**src/rtl/core/aedm_pkg.sv**
```systemverilog
// Shared types, constants and the microcode table of the adaptive EMA dose meter.
`default_nettype none

package aedm_pkg;

  // Fixed-point limits
  localparam logic [16:0] ONE_Q16  = 17'h1_0000;
  localparam logic [31:0] RATE_MAX = 32'hFFFF_FFFF;
  localparam logic [47:0] DOSE_MAX = 48'hFFFF_FFFF_FFFF;

  // Register reset values
  localparam logic [15:0] RST_RATE_PER_PIXEL = 16'd655;
  localparam logic [15:0] RST_RATE_FLOOR     = 16'd66;
  localparam logic [15:0] RST_ALPHA_LOW      = 16'd3277;
  localparam logic [15:0] RST_ALPHA_HIGH     = 16'd32768;
  localparam logic [31:0] RST_CHANGE_GAIN    = 32'd65536;
  localparam logic [31:0] RST_ALERT_LEVEL    = 32'd196608;
  localparam logic [15:0] RST_FRAME_PERIOD   = 16'd3277;

  // Configuration register indexes
  localparam int CFG_INDEX_W = 3;
  localparam int CFG_DATA_W  = 32;

  typedef enum logic [CFG_INDEX_W-1:0] {
    REG_MEASURING_ENABLED = 3'd0,
    REG_RATE_PER_PIXEL    = 3'd1,
    REG_RATE_FLOOR        = 3'd2,
    REG_ALPHA_LOW         = 3'd3,
    REG_ALPHA_HIGH        = 3'd4,
    REG_CHANGE_GAIN       = 3'd5,
    REG_ALERT_LEVEL       = 3'd6,
    REG_FRAME_PERIOD      = 3'd7
  } cfg_reg_t;

  // Multiplier operand pairs
  typedef enum logic [2:0] {
    MUL_NONE,
    MUL_RATE,    // count * rate_per_pixel
    MUL_CHANGE,  // diff * change_gain
    MUL_ALPHA,   // span * change
    MUL_NEW,     // rate * alpha
    MUL_OLD,     // smoothed * (1 - alpha)
    MUL_DOSE     // smoothed * frame_period
  } mul_sel_t;

  // Datapath write-back operations
  typedef enum logic [3:0] {
    WB_NONE,
    WB_RATE,
    WB_DIFF,
    WB_CHANGE,
    WB_ALPHA,
    WB_ACC,
    WB_MIX,
    WB_LOAD,
    WB_DOSE,
    WB_EMIT
  } wb_op_t;

  // Sequencer branch kinds
  typedef enum logic [2:0] {
    JMP_WAIT_IN,
    JMP_NEXT,
    JMP_UNPRIMED,
    JMP_ALWAYS,
    JMP_WAIT_OUT
  } jump_t;

  localparam int STEP_W = 4;
  typedef logic [STEP_W-1:0] step_t;

  // Program addresses
  localparam step_t STEP_IDLE      = 4'd0;
  localparam step_t STEP_MUL_RATE  = 4'd1;
  localparam step_t STEP_WB_RATE   = 4'd2;
  localparam step_t STEP_DIFF      = 4'd3;
  localparam step_t STEP_MUL_CHG   = 4'd4;
  localparam step_t STEP_WB_CHG    = 4'd5;
  localparam step_t STEP_MUL_ALPHA = 4'd6;
  localparam step_t STEP_WB_ALPHA  = 4'd7;
  localparam step_t STEP_MUL_NEW   = 4'd8;
  localparam step_t STEP_MUL_OLD   = 4'd9;
  localparam step_t STEP_MIX       = 4'd10;
  localparam step_t STEP_LOAD      = 4'd11;
  localparam step_t STEP_MUL_DOSE  = 4'd12;
  localparam step_t STEP_WB_DOSE   = 4'd13;
  localparam step_t STEP_EMIT      = 4'd14;

  typedef struct packed {
    mul_sel_t mul;
    wb_op_t   wb;
    jump_t    jmp;
    step_t    target;
  } ucode_t;

  // Control from sequencer to datapath
  typedef struct packed {
    mul_sel_t mul;
    wb_op_t   wb;
    logic     idle;
  } ctrl_t;

  // Status from datapath to sequencer
  typedef struct packed {
    logic start;
    logic primed;
    logic out_free;
  } seq_status_t;

  // Microcode ROM
  function automatic ucode_t ucode_rom(input step_t step);
    ucode_t uc;
    unique case (step)
      STEP_IDLE:      uc = '{MUL_NONE,   WB_NONE,   JMP_WAIT_IN,  STEP_IDLE};
      STEP_MUL_RATE:  uc = '{MUL_RATE,   WB_NONE,   JMP_NEXT,     STEP_IDLE};
      STEP_WB_RATE:   uc = '{MUL_NONE,   WB_RATE,   JMP_UNPRIMED, STEP_LOAD};
      STEP_DIFF:      uc = '{MUL_NONE,   WB_DIFF,   JMP_NEXT,     STEP_IDLE};
      STEP_MUL_CHG:   uc = '{MUL_CHANGE, WB_NONE,   JMP_NEXT,     STEP_IDLE};
      STEP_WB_CHG:    uc = '{MUL_NONE,   WB_CHANGE, JMP_NEXT,     STEP_IDLE};
      STEP_MUL_ALPHA: uc = '{MUL_ALPHA,  WB_NONE,   JMP_NEXT,     STEP_IDLE};
      STEP_WB_ALPHA:  uc = '{MUL_NONE,   WB_ALPHA,  JMP_NEXT,     STEP_IDLE};
      STEP_MUL_NEW:   uc = '{MUL_NEW,    WB_NONE,   JMP_NEXT,     STEP_IDLE};
      STEP_MUL_OLD:   uc = '{MUL_OLD,    WB_ACC,    JMP_NEXT,     STEP_IDLE};
      STEP_MIX:       uc = '{MUL_NONE,   WB_MIX,    JMP_ALWAYS,   STEP_MUL_DOSE};
      STEP_LOAD:      uc = '{MUL_NONE,   WB_LOAD,   JMP_NEXT,     STEP_IDLE};
      STEP_MUL_DOSE:  uc = '{MUL_DOSE,   WB_NONE,   JMP_NEXT,     STEP_IDLE};
      STEP_WB_DOSE:   uc = '{MUL_NONE,   WB_DOSE,   JMP_NEXT,     STEP_IDLE};
      STEP_EMIT:      uc = '{MUL_NONE,   WB_EMIT,   JMP_WAIT_OUT, STEP_IDLE};
      default:        uc = '{MUL_NONE,   WB_NONE,   JMP_ALWAYS,   STEP_IDLE};
    endcase
    return uc;
  endfunction

endpackage

`default_nettype wire

```
**src/rtl/core/aedm_if.sv**
```systemverilog
// Channel interfaces of the adaptive EMA dose meter: samples, results, configuration.
`default_nettype none

interface aedm_sample_if #(
  parameter int COUNT_WIDTH = 20
) ();
  logic                   valid;
  logic                   ready;
  logic [COUNT_WIDTH-1:0] hot_pixel_count;

  modport source (output valid, output hot_pixel_count, input ready);
  modport sink   (input valid, input hot_pixel_count, output ready);
endinterface

interface aedm_result_if ();
  logic        valid;
  logic        ready;
  logic [31:0] filtered_rate;
  logic [47:0] total_dose;
  logic [15:0] alpha_used;
  logic        alert;

  modport source (output valid, output filtered_rate, output total_dose,
                  output alpha_used, output alert, input ready);
  modport sink   (input valid, input filtered_rate, input total_dose,
                  input alpha_used, input alert, output ready);
endinterface

interface aedm_cfg_if ();
  logic                             valid;
  logic                             ready;
  logic [aedm_pkg::CFG_INDEX_W-1:0] index;
  logic [aedm_pkg::CFG_DATA_W-1:0]  data;

  modport source (output valid, output index, output data, input ready);
  modport sink   (input valid, input index, input data, output ready);
endinterface

`default_nettype wire

```
**src/rtl/core/aedm_seq.sv**
```systemverilog
// Microcode sequencer: step counter, control ROM and branch logic.
`default_nettype none

module aedm_seq (
  input  wire                       clk,
  input  wire                       rst,
  input  wire aedm_pkg::seq_status_t status,
  output aedm_pkg::ctrl_t           ctrl
);

  aedm_pkg::step_t  step;
  aedm_pkg::step_t  step_next;
  aedm_pkg::ucode_t uc;

  assign uc = aedm_pkg::ucode_rom(step);

  // Next step
  always_comb begin
    unique case (uc.jmp)
      aedm_pkg::JMP_WAIT_IN:  step_next = status.start ? step + 1'b1 : step;
      aedm_pkg::JMP_NEXT:     step_next = step + 1'b1;
      aedm_pkg::JMP_UNPRIMED: step_next = status.primed ? step + 1'b1 : uc.target;
      aedm_pkg::JMP_ALWAYS:   step_next = uc.target;
      aedm_pkg::JMP_WAIT_OUT: step_next = status.out_free ? uc.target : step;
      default:                step_next = aedm_pkg::STEP_IDLE;
    endcase
  end

  // Control word to the datapath
  always_comb begin
    ctrl.mul  = uc.mul;
    ctrl.wb   = uc.wb;
    ctrl.idle = (uc.jmp == aedm_pkg::JMP_WAIT_IN);
  end

  always_ff @(posedge clk) begin
    if (rst) begin
      step <= aedm_pkg::STEP_IDLE;
    end else begin
      step <= step_next;
    end
  end

endmodule

`default_nettype wire

```
**src/rtl/core/adaptive_ema_dose_meter.sv**
```systemverilog
// Top level of the adaptive EMA dose meter: registers, datapath and result register.
//
// Usage:
//   samples : one hot-pixel count per camera frame (valid/ready).
//   results : filtered rate, total dose, alpha used and alert (valid/ready).
//   cfg     : register writes, index 0..7, taken in every cycle (ready is high).
//             Write only while the block is idle.
// A count taken while measuring_enabled is 0 is dropped and gives no result.
// Datapath: one shared 32x32 multiplier with a registered product, driven by a
// 15-step microcode program. A count is taken only at the idle step. The first
// count after reset (filter load) goes from the rate write-back straight to the
// load step and skips the alpha and mixing steps; later counts run the whole
// program, and no new count is taken until it returns to the idle step.
// The result sits in an output register; if the receiver stalls, the program
// holds at its final step until the register frees, and no new count is taken.
// Reset (rst, synchronous) restores register defaults, clears filter, dose and
// the first-sample flag, and drops any pending result.
`default_nettype none

module adaptive_ema_dose_meter #(
  parameter int COUNT_WIDTH = 20
) (
  input  wire              clk,
  input  wire              rst,
  aedm_sample_if.sink      samples,
  aedm_result_if.source    results,
  aedm_cfg_if.sink         cfg
);

  // Configuration registers
  logic        measuring_enabled;
  logic [15:0] rate_per_pixel;
  logic [15:0] rate_floor;
  logic [15:0] alpha_low;
  logic [15:0] alpha_high;
  logic [31:0] change_gain;
  logic [31:0] alert_level;
  logic [15:0] frame_period;

  // Datapath registers
  logic [COUNT_WIDTH-1:0] count;
  logic [63:0]            prod;
  logic [31:0]            rate;
  logic [31:0]            diff;
  logic [15:0]            span;
  logic [16:0]            change;
  logic [15:0]            alpha;
  logic [47:0]            acc;
  logic [31:0]            smooth;
  logic [47:0]            dose;
  logic                   primed;
  logic                   out_valid;

  aedm_pkg::ctrl_t       ctrl;
  aedm_pkg::seq_status_t status;

  logic        accept;
  logic        out_free;
  logic [31:0] mul_a;
  logic [31:0] mul_b;
  logic [16:0] alpha_comp;
  logic [31:0] rate_sat;
  logic [47:0] mix_sum;
  logic [48:0] dose_sum;

  assign cfg.ready     = 1'b1;
  assign samples.ready = ctrl.idle;
  assign accept        = samples.valid && samples.ready;
  assign out_free      = !out_valid || results.ready;
  assign results.valid = out_valid;

  assign status = '{start: accept && measuring_enabled, primed: primed, out_free: out_free};

  aedm_seq u_seq (
    .clk    (clk),
    .rst    (rst),
    .status (status),
    .ctrl   (ctrl)
  );

  // Register writes
  always_ff @(posedge clk) begin
    if (rst) begin
      measuring_enabled <= 1'b0;
      rate_per_pixel    <= aedm_pkg::RST_RATE_PER_PIXEL;
      rate_floor        <= aedm_pkg::RST_RATE_FLOOR;
      alpha_low         <= aedm_pkg::RST_ALPHA_LOW;
      alpha_high        <= aedm_pkg::RST_ALPHA_HIGH;
      change_gain       <= aedm_pkg::RST_CHANGE_GAIN;
      alert_level       <= aedm_pkg::RST_ALERT_LEVEL;
      frame_period      <= aedm_pkg::RST_FRAME_PERIOD;
    end else if (cfg.valid && cfg.ready) begin
      unique case (aedm_pkg::cfg_reg_t'(cfg.index))
        aedm_pkg::REG_MEASURING_ENABLED: measuring_enabled <= cfg.data[0];
        aedm_pkg::REG_RATE_PER_PIXEL:    rate_per_pixel    <= cfg.data[15:0];
        aedm_pkg::REG_RATE_FLOOR:        rate_floor        <= cfg.data[15:0];
        aedm_pkg::REG_ALPHA_LOW:         alpha_low         <= cfg.data[15:0];
        aedm_pkg::REG_ALPHA_HIGH:        alpha_high        <= cfg.data[15:0];
        aedm_pkg::REG_CHANGE_GAIN:       change_gain       <= cfg.data[31:0];
        aedm_pkg::REG_ALERT_LEVEL:       alert_level       <= cfg.data[31:0];
        aedm_pkg::REG_FRAME_PERIOD:      frame_period      <= cfg.data[15:0];
        default: ;
      endcase
    end
  end

  // Multiplier operand select
  assign alpha_comp = aedm_pkg::ONE_Q16 - {1'b0, alpha};

  always_comb begin
    case (ctrl.mul)
      aedm_pkg::MUL_RATE:   begin mul_a = 32'(count); mul_b = {16'd0, rate_per_pixel}; end
      aedm_pkg::MUL_CHANGE: begin mul_a = diff;       mul_b = change_gain; end
      aedm_pkg::MUL_ALPHA:  begin mul_a = {16'd0, span}; mul_b = {15'd0, change}; end
      aedm_pkg::MUL_NEW:    begin mul_a = rate;       mul_b = {16'd0, alpha}; end
      aedm_pkg::MUL_OLD:    begin mul_a = smooth;     mul_b = {15'd0, alpha_comp}; end
      aedm_pkg::MUL_DOSE:   begin mul_a = smooth;     mul_b = {16'd0, frame_period}; end
      default:              begin mul_a = 32'd0;      mul_b = 32'd0; end
    endcase
  end

  // Shared multiplier, product registered
  always_ff @(posedge clk) begin
    if (ctrl.mul != aedm_pkg::MUL_NONE) begin
      prod <= mul_a * mul_b;
    end
  end

  // Write-back helpers
  always_comb begin
    rate_sat = (prod[63:32] != 32'd0) ? aedm_pkg::RATE_MAX : prod[31:0];
    if (rate_sat < {16'd0, rate_floor}) begin
      rate_sat = {16'd0, rate_floor};
    end
  end

  // blend of two weights summing to 1.0 never exceeds 48 bits
  assign mix_sum  = acc + prod[47:0];
  assign dose_sum = {1'b0, dose} + {17'd0, prod[47:16]};

  // Datapath write-back
  always_ff @(posedge clk) begin
    if (accept) begin
      count <= samples.hot_pixel_count;
    end
    case (ctrl.wb)
      aedm_pkg::WB_RATE: rate <= rate_sat;
      aedm_pkg::WB_DIFF: begin
        diff <= (rate >= smooth) ? rate - smooth : smooth - rate;
        span <= (alpha_high > alpha_low) ? alpha_high - alpha_low : 16'd0;
      end
      aedm_pkg::WB_CHANGE: begin
        change <= (prod[63:16] > 48'(aedm_pkg::ONE_Q16)) ? aedm_pkg::ONE_Q16 : prod[32:16];
      end
      aedm_pkg::WB_ALPHA: alpha <= alpha_low + prod[31:16];
      aedm_pkg::WB_ACC:   acc   <= prod[47:0];
      aedm_pkg::WB_LOAD:  alpha <= alpha_low;
      default: ;
    endcase
  end

  // Filter, dose and first-sample flag
  always_ff @(posedge clk) begin
    if (rst) begin
      smooth <= 32'd0;
      dose   <= 48'd0;
      primed <= 1'b0;
    end else begin
      case (ctrl.wb)
        aedm_pkg::WB_MIX:  smooth <= mix_sum[47:16];
        aedm_pkg::WB_LOAD: begin
          smooth <= rate;
          primed <= 1'b1;
        end
        aedm_pkg::WB_DOSE: dose <= dose_sum[48] ? aedm_pkg::DOSE_MAX : dose_sum[47:0];
        default: ;
      endcase
    end
  end

  // Output register
  always_ff @(posedge clk) begin
    if (rst) begin
      out_valid <= 1'b0;
    end else if (ctrl.wb == aedm_pkg::WB_EMIT && out_free) begin
      out_valid <= 1'b1;
    end else if (results.ready) begin
      out_valid <= 1'b0;
    end
  end

  always_ff @(posedge clk) begin
    if (ctrl.wb == aedm_pkg::WB_EMIT && out_free) begin
      results.filtered_rate <= smooth;
      results.total_dose    <= dose;
      results.alpha_used    <= alpha;
      results.alert         <= (smooth > alert_level);
    end
  end

`ifndef SYNTHESIS
  // Dose only grows between resets
  a_dose_monotonic: assert property (@(posedge clk) disable iff (rst)
    !$past(rst) |-> dose >= $past(dose))
    else $error("dose accumulator decreased");

  // The first-sample flag is cleared by reset alone
  a_primed_sticky: assert property (@(posedge clk) disable iff (rst)
    !$past(rst) |-> !$fell(primed))
    else $error("primed flag fell without reset");

  // A result appears only from the emit step
  a_emit_source: assert property (@(posedge clk) disable iff (rst)
    $rose(out_valid) |-> $past(ctrl.wb == aedm_pkg::WB_EMIT))
    else $error("result register loaded outside emit step");

  // An enabled count starts the program with the rate multiply
  a_start_step: assert property (@(posedge clk) disable iff (rst)
    accept && measuring_enabled |=> ctrl.mul == aedm_pkg::MUL_RATE)
    else $error("sequencer did not start on accepted count");
`endif

endmodule

`default_nettype wire
```
**src/flat_wrapper.sv**
```systemverilog
// flat-port wrapper written by rule: the top's interface ports become plain ports
module adaptive_ema_dose_meter_flat 
#(
  parameter int COUNT_WIDTH = 20
)
  (clk, rst, samples_valid, samples_hot_pixel_count, samples_ready, results_valid, results_filtered_rate, results_total_dose, results_alpha_used, results_alert, results_ready, cfg_valid, cfg_index, cfg_data, cfg_ready);
  aedm_sample_if #(.COUNT_WIDTH(COUNT_WIDTH)) samples_i ();
  aedm_result_if results_i ();
  aedm_cfg_if cfg_i ();
  input  wire clk;
  input  wire rst;
  input wire logic [$bits(samples_i.valid)-1:0] samples_valid;
  input wire logic [$bits(samples_i.hot_pixel_count)-1:0] samples_hot_pixel_count;
  output wire logic [$bits(samples_i.ready)-1:0] samples_ready;
  output wire logic [$bits(results_i.valid)-1:0] results_valid;
  output wire logic [$bits(results_i.filtered_rate)-1:0] results_filtered_rate;
  output wire logic [$bits(results_i.total_dose)-1:0] results_total_dose;
  output wire logic [$bits(results_i.alpha_used)-1:0] results_alpha_used;
  output wire logic [$bits(results_i.alert)-1:0] results_alert;
  input wire logic [$bits(results_i.ready)-1:0] results_ready;
  input wire logic [$bits(cfg_i.valid)-1:0] cfg_valid;
  input wire logic [$bits(cfg_i.index)-1:0] cfg_index;
  input wire logic [$bits(cfg_i.data)-1:0] cfg_data;
  output wire logic [$bits(cfg_i.ready)-1:0] cfg_ready;
  assign samples_i.valid = samples_valid;
  assign samples_i.hot_pixel_count = samples_hot_pixel_count;
  assign samples_ready = samples_i.ready;
  assign results_valid = results_i.valid;
  assign results_filtered_rate = results_i.filtered_rate;
  assign results_total_dose = results_i.total_dose;
  assign results_alpha_used = results_i.alpha_used;
  assign results_alert = results_i.alert;
  assign results_i.ready = results_ready;
  assign cfg_i.valid = cfg_valid;
  assign cfg_i.index = cfg_index;
  assign cfg_i.data = cfg_data;
  assign cfg_ready = cfg_i.ready;
  adaptive_ema_dose_meter #(.COUNT_WIDTH(COUNT_WIDTH)) u_core (.clk(clk), .rst(rst), .samples(samples_i), .results(results_i), .cfg(cfg_i));
endmodule
```
**config.mk**
```make
export PLATFORM = sky130hd
export DESIGN_NAME = adaptive_ema_dose_meter_flat
export DESIGN_NICKNAME = d
export VERILOG_FILES = /design/src/rtl/core/aedm_pkg.sv /design/src/rtl/core/aedm_if.sv /design/src/rtl/core/aedm_seq.sv /design/src/rtl/core/adaptive_ema_dose_meter.sv /design/src/flat_wrapper.sv
export SDC_FILE = /design/constraint.sdc
export NUM_CORES = 2
export LEC_CHECK = 0
export BUFFER_PORTS_ARGS = -buffer_cell sky130_fd_sc_hd__buf_2
export CORE_ASPECT_RATIO = 1.75
export CORE_MARGIN = 1.5
export CORE_UTILIZATION = 40
export DETAILED_ROUTE_END_ITERATION = 12
export HOLD_SLACK_MARGIN = 0.1
export PLACE_DENSITY = 0.6
export SYNTH_ARGS = -nofsm -noshare
export SYNTH_HDL_FRONTEND = slang
export SYNTH_HIERARCHICAL = 1
export SYNTH_SLANG_ARGS = --single-unit
```
**constraint.sdc**
```tcl
create_clock -name clk -period 13.2 [get_ports clk]
set_input_delay 2.64 -clock clk [delete_from_list [all_inputs] [get_ports clk]]
set_output_delay 2.64 -clock clk [all_outputs]
set_load 0.05 [all_outputs]
```
# --- After elaboration in Yosys (flattened, before gate mapping) ---
# Memory sizes are Yosys's and may differ from the RTL's. A register that Yosys moved wholly into a read port is not among the register bits.
# Index checks and enable logic that the tools add are counted.
word_totals:
  register_bits: 573
  mem_bits_ro: 224
  out_inout_bits: 100
  elab_cells: 107
  memories: 1
classes:
  addsub: 8
  multipliers: 1
  order_cmp: 5
  eq_ne: 28
  n_mux: 16
  reduce_logical: 22
memory_table:
  columns: ["memory", "words", "width", "read_ports", "rd_ports_with_merged_regs", "wr", "line", "rtl"]
  rows:
  - ["(no name shown)", 16, 14, 1, 1, 0, "aedm_pkg.sv:113", "unique case (step)"]
ops:
  columns: ["operator", "count"]
  rows:
  - ["case mux 32 bit (6 select lines)", 1]
  - ["case mux 32 bit (5 select lines)", 1]
  - ["multiplier 32 x 32 -> 64 bit", 1]
  - ["2-to-1 mux 32 bit", 2]
  - ["case mux 32 bit (2 select lines)", 1]
  - ["subtractor 32 bit", 2]
  - ["adder 48 x 32 -> 49 bit", 1]
  - ["adder 48 bit", 1]
  - ["> comparator 48 x 17 -> 1 bit (second input constant)", 1]
  - ["2-to-1 mux 48 bit", 1]
  - ["greater-or-equal comparator 32 bit", 1]
  - ["> comparator 32 bit", 1]
  - ["less-than comparator 32 x 16 -> 1 bit", 1]
  - ["case mux 16 bit (2 select lines)", 1]
  - ["nonzero test 32 bit", 1]
  - ["equality test 3 bit (second input constant)", 8]
  - ["2-to-1 mux 4 bit", 5]
  - ["case mux 4 bit (5 select lines)", 1]
  - ["equality test 3 x 2 -> 1 bit (second input constant)", 6]
  - ["AND reduction 2 bit", 9]
  - ["subtractor 17 x 16 -> 17 bit (first input constant)", 1]
  - ["adder 16 bit", 1]
  - ["equality test 4 x 3 -> 1 bit (second input constant)", 4]
  - ["> comparator 16 bit", 1]
  - ["other kinds (17)", 27]

# --- Depth between registers and ports, before layout ---
depth:
  word_depth: 7
  depth_mapped: 40

# --- Cells and area by module ---
# Netlist, hierarchy kept.
modules_own_cells:
  columns: ["module", "instances", "cells_per_inst", "area_per_inst_um2"]
  rows:
  - ["adaptive_ema_dose_meter", 1, 6968, 63417.1]
  - ["aedm_seq", 1, 98, 947.2]

# --- Worst setup path after synthesis ---
# OpenSTA, ideal clock, no wires.
synth_path:
  path_kind: "flip-flop to flip-flop"
  startpoint: "register u_core.alpha[0]"
  endpoint: "register u_core.prod[59], data pin"
  setup_ns: 0.267
  arrival_ns: 8.944
  t_required_ns: 12.933
  slack_ns: 3.989
  path_stages_with_launch: 37
  n_path_buf: 2
  cell_sequence: "edfxtp_1 inv_1 ha_1 nand2b_1 or4_1 or3_1 nor4_1 xnor2_1 nand2_1 o221ai_1 clkbuf_1 nand2_1 fa_1 inv_1 fa_1 inv_1 fa_1 fa_1 inv_1 fa_1 fa_1 fa_1 inv_1 fa_1 inv_1 ha_1 buf_2 a21oi_1 o21ai_1 a211oi_1 o21ai_0 o31ai_1 o31ai_1 or4_1 a31oi_2 o21ai_1 xor2_1"
synth_via:
  elab_chain_cells: 3
synth_rtl:
  columns: ["item", "line", "rtl"]
  rows:
  - ["from (decl)", "adaptive_ema_dose_meter.sv:47", "logic [15:0] alpha;"]
  - ["from (signal assigned)", "adaptive_ema_dose_meter.sv:155", "aedm_pkg::WB_ALPHA: alpha <= alpha_low + prod[31:16];"]
  - ["from (signal assigned)", "adaptive_ema_dose_meter.sv:157", "aedm_pkg::WB_LOAD: alpha <= alpha_low;"]
  - ["subtractor 17 x 16 -> 17 bit", "adaptive_ema_dose_meter.sv:108", "assign alpha_comp = aedm_pkg::ONE_Q16 - {1'b0, alpha};"]
  - ["case mux 32 bit (6 select lines) (*)", "adaptive_ema_dose_meter.sv:111", "case (ctrl.mul)"]
  - ["multiplier 32 x 32 -> 64 bit (*)", "adaptive_ema_dose_meter.sv:125", "prod <= mul_a * mul_b;"]
  - ["to (signal assigned)", "adaptive_ema_dose_meter.sv:125", null]
  - ["to (decl)", "adaptive_ema_dose_meter.sv:42", "logic [63:0] prod;"]
# Mark *: on every way between the ends. The rest lies on a longest branch, timed or not.
# A chain may end at the register's enable or synchronous reset.

# --- Final worst setup path ---
layout_path:
  startpoint: "register u_core.alpha[2]"
  endpoint: "register u_core.prod[57], data pin"
# The elaborated chain is that of the path after synthesis.

==> summary.md <==
| Metric | Value |
|---|---|
| Core area | `159700 µm²` |
| Ports | `160` |
| CTS tree | `built` |
| Kind of critical path | `reg -> reg` |
| Post-synth top flop | `edfxtp_1` |
| Metal-1 WL | `81.21 mm` |
| CP Launch Type | `flop` |
| Setup violators final | `0` |
| Area contributors post-synth | `fa_1 28%, edfxtp_1 16%, ha_1 9.5%` |
| PnR Total Power | `between 0.004 and 0.005 W` |
| Worst Hold Class | `reg -> reg` |
| Least-Margin Pin Slew | `around 1.3 ns` |
| Fin. max-slew vios | `0` |
| Area share of the largest cell type after synthesis | `28.02%` |
| Avg WL per Cell | `~27 µm` |
| Share of cells above drive strength 1 | `7.057%` |
| Synth Cell Area | `64360 µm²` |
| Hold path depth | `2` |
| Total wire length | `~250 mm` |
| Routed Antenna Nets | `0` |
| YS warnings | `6` |
| Max stage delay on crit path | `1.03 ns` |
| Period utilization | `85.43%` |
| DR DRC count | `0` |
| Global-route wire length before repair | `361.7 mm` |
| Final layout net count | `~8.5k` |
| Largest net degree at the start of global routing | `77` |
| Reg2reg path depth | `32` |
| Clock Path Buffers | `3` |
| Initial antenna violation count | `7` |
| Top cells by count, synth | `1118 x inv_1, 1067 x nand2_1, 901 x fa_1` |
| First-pass detailed-route iteration total | `7` |
| Met2 Routed Length | `about 120 mm` |
| Total Routing Usage GR | `30.34%` |
| Most Frequent Cell on Critical Path | `fa_1` |
| Vias per Instance | `5.689` |
| # resized after CTS | `0` |
| Row cnt | `around 190` |
| CP max-delay cell | `a221oi_2` |
| Data arrival time of the worst path | `around 12 ns` |
| Relative slew margins | `between 10% and 20%` |
| Mean Syn Cell Area | `between 9 and 10 µm²` |
| Synth area leader | `fa_1` |
| Final Hold Vio Count | `0` |
| Flop-to-flop setup slack | `~1.9 ns` |
| Lkg Pwr | `approximately 31 nW` |
| Top-count cell post-synth | `inv_1` |
| # hold bufs at CTS | `0` |
| Routability cong. | `between 1 and 1.5` |
| Setup ws final | `between 1.5 and 2 ns` |
| Final HPWL DP | `196.0 mm` |
| Max Clk Rate | `around 89 MHz` |
| Synth Instances | `about 7.1k` |
| Clock sink count | `about 590` |
| GRT Residual Overflow | `0` |
| RSZ-0062 raised after global routing | `no` |
| Die width | `slightly above 300 µm` |
| Run status | `finished, final reports clean` |
| Fillers | `15.72k` |
| Post-Syn Nets | `between 8k and 9k` |
| CP endpoint kind | `flop` |
| Clock skew | `0.02105 ns` |
| CTS Root Cell | `clkbuf_16` |
| Number of synthesized flops with an enable pin | `~340` |
| CTS HTree Levels | `2` |
| Maximum VDD drop | `0.0001102 V` |
| Clk_lat worst skew | `0.66 ns` |
| WP data required | `between 10 and 15 ns` |
| Hold_sp | `u_core/rate_floor[7]` |
| R2R Path End | `u_core/prod[57]` |
| Starting Density | `around 40%` |
| Place WS | `slightly above 2 ns` |
| Hold path endpoint | `u_core/rate_floor[7]` |
| Highest metal used | `met4` |
| FFs w/ async S/R, synth | `0%` |
| FF+latch count, synth | `586` |
| DIE AREA | `approximately 160000 µm²` |
| Area Growth Syn to Fin | `7.506%` |
| CTS Buf Count | `~50` |
| Final instance count without filler cells | `approximately 9k` |
| Startpoint of the worst register-to-register path | `u_core/alpha[2]` |
| Sequential area share after synthesis | `23.54%` |
| WHS | `0.4563 ns` |
| PD cells | `between 60 and 70 nW/µm²` |
| Via Count | `52.04k` |
| # port buffers | `between 150 and 200` |
| Vias in the first global route | `around 56k` |
| Chip Height | `roughly 530 µm` |
| Placed cells | `9047` |
| Post-synthesis cell type count | `about 110` |
| Met3 wire len | `around 14 mm` |
| Total negative slack | `0 ns` |
| Clock slew at reported path FFs | `approximately 0.070 ns` |
| Max Cap Violations | `0` |
| Final min period | `11.28 ns` |
| Max Fanout on Critical Path | `17` |
| Post-CTS setup buffer count | `0` |
| DR iter-0 viols | `3989` |
==> critical path, delay by kind of cell, from the launching register on <==
family,cells,cell delay [ns]
AOI/OAI and AO/OA,9,3.22
xor gates and xnor gates,2,0.34
adders and majority gates,9,4.42
buffers and inverters,5,0.69
DFF,1,0.50
and+or+nand+nor,7,1.82
==> layer usage <==
metal | track usage [%] | up-vias
met2 | 54.52 | 2204
met1 | 30.50 | 26240
met5 | 0 | -
li1 | - | 22690
met3 | 3.817 | 903
met4 | 27.43 | 0
==> area by class of cell <==
type | count | area [µm²] | area share [%]
diodes | 4 | 10.01 | 0.01447
clock buffers | 65 | 1465 | 2.117
clock inverters | 31 | 271.5 | 0.3924
inverters | 1121 | 4208 | 6.081
multi-input cells | 4998 | 43760 | 63.24
flip-flops and latches | 586 | 15160 | 21.91
well taps | 2058 | 2575 | 3.721
repair buffers | 284 | 1745 | 2.522
==> where the power goes <==
group          total [W]  leakage (nW)  internal (W)  switching, W
clock network    0.00162         0.852      0.000853      0.000771
registers        0.00203          5.04       0.00198     0.0000514
logic           0.000721          25.4      0.000193      0.000528
==> sequential cells by signal, summed over array words and instances, names as in the netlist, 17 cells and up <==
signal and count:
u_core/prod 64, u_core/acc 48, u_core/dose 48, u_core/results.total_dose 48, u_core/alert_level 32, u_core/change_gain 32
u_core/diff 32, u_core/rate 32, u_core/results.filtered_rate 32, u_core/smooth 32, u_core/count 20, u_core/change 17
==> cells by family (layout without fill, tap and decap cells) <==
kind of cell               count (synthesis)  count (layout)  synth area share [%]
and+or+nand+nor                         2266            2266                 15.40
buffers and inverters                   1482            1501                 8.827
adders and majority gates               1390            1390                 37.53
AOI/OAI and AO/OA                       1113            1113                 11.48
DFF                                      586             586                 23.54
xor gates and xnor gates                 183             183                 2.490
muxes                                     45              45                0.7232
other                                      1               5              0.005826
==> per-stage QoR <==
step	util [%]	cell area (µm²)
after global routing	43.32	69190
final	43.32	69200
after CTS	43.32	69190
after detailed placement	42.23	67450
after global placement	42.23	67450
after floorplan	-	64360
==> worst max-delay path by stage <==
stage,start,end,slack [ns]
after global routing,u_core/u_seq/uc[11],u_core/prod[61],1.59
after detailed placement,u_core/u_seq/uc[11],u_core/prod[63],2.06
after global placement,u_core/alpha[2],u_core/prod[59],2.21
after floorplan,u_core/alpha[0],u_core/prod[59],3.99
after CTS,u_core/alpha[2],u_core/prod[63],2.02
final,u_core/alpha[2],u_core/prod[57],1.92
==> layout by cell type, fill, tap and decap left out, types with 47 or more instances in the layout <==
cell type     n
inv_1      1118
nand2_1    1065
fa_1        901
nor2_1      647
ha_1        489
a21oi_1     404
edfxtp_1    342
dfxtp_1     241
buf_2       157
a21o_1      151
buf_4       126
o21ai_0     121
xnor2_1     114
nand2b_1     79
nand3_1      75
xor2_1       69
and3_1       62
a22oi_1      60
nor3_1       58
clkbuf_16    56
and2_1       49
nor2b_1      47
Note: power is estimated with default switching activity, not from simulation.
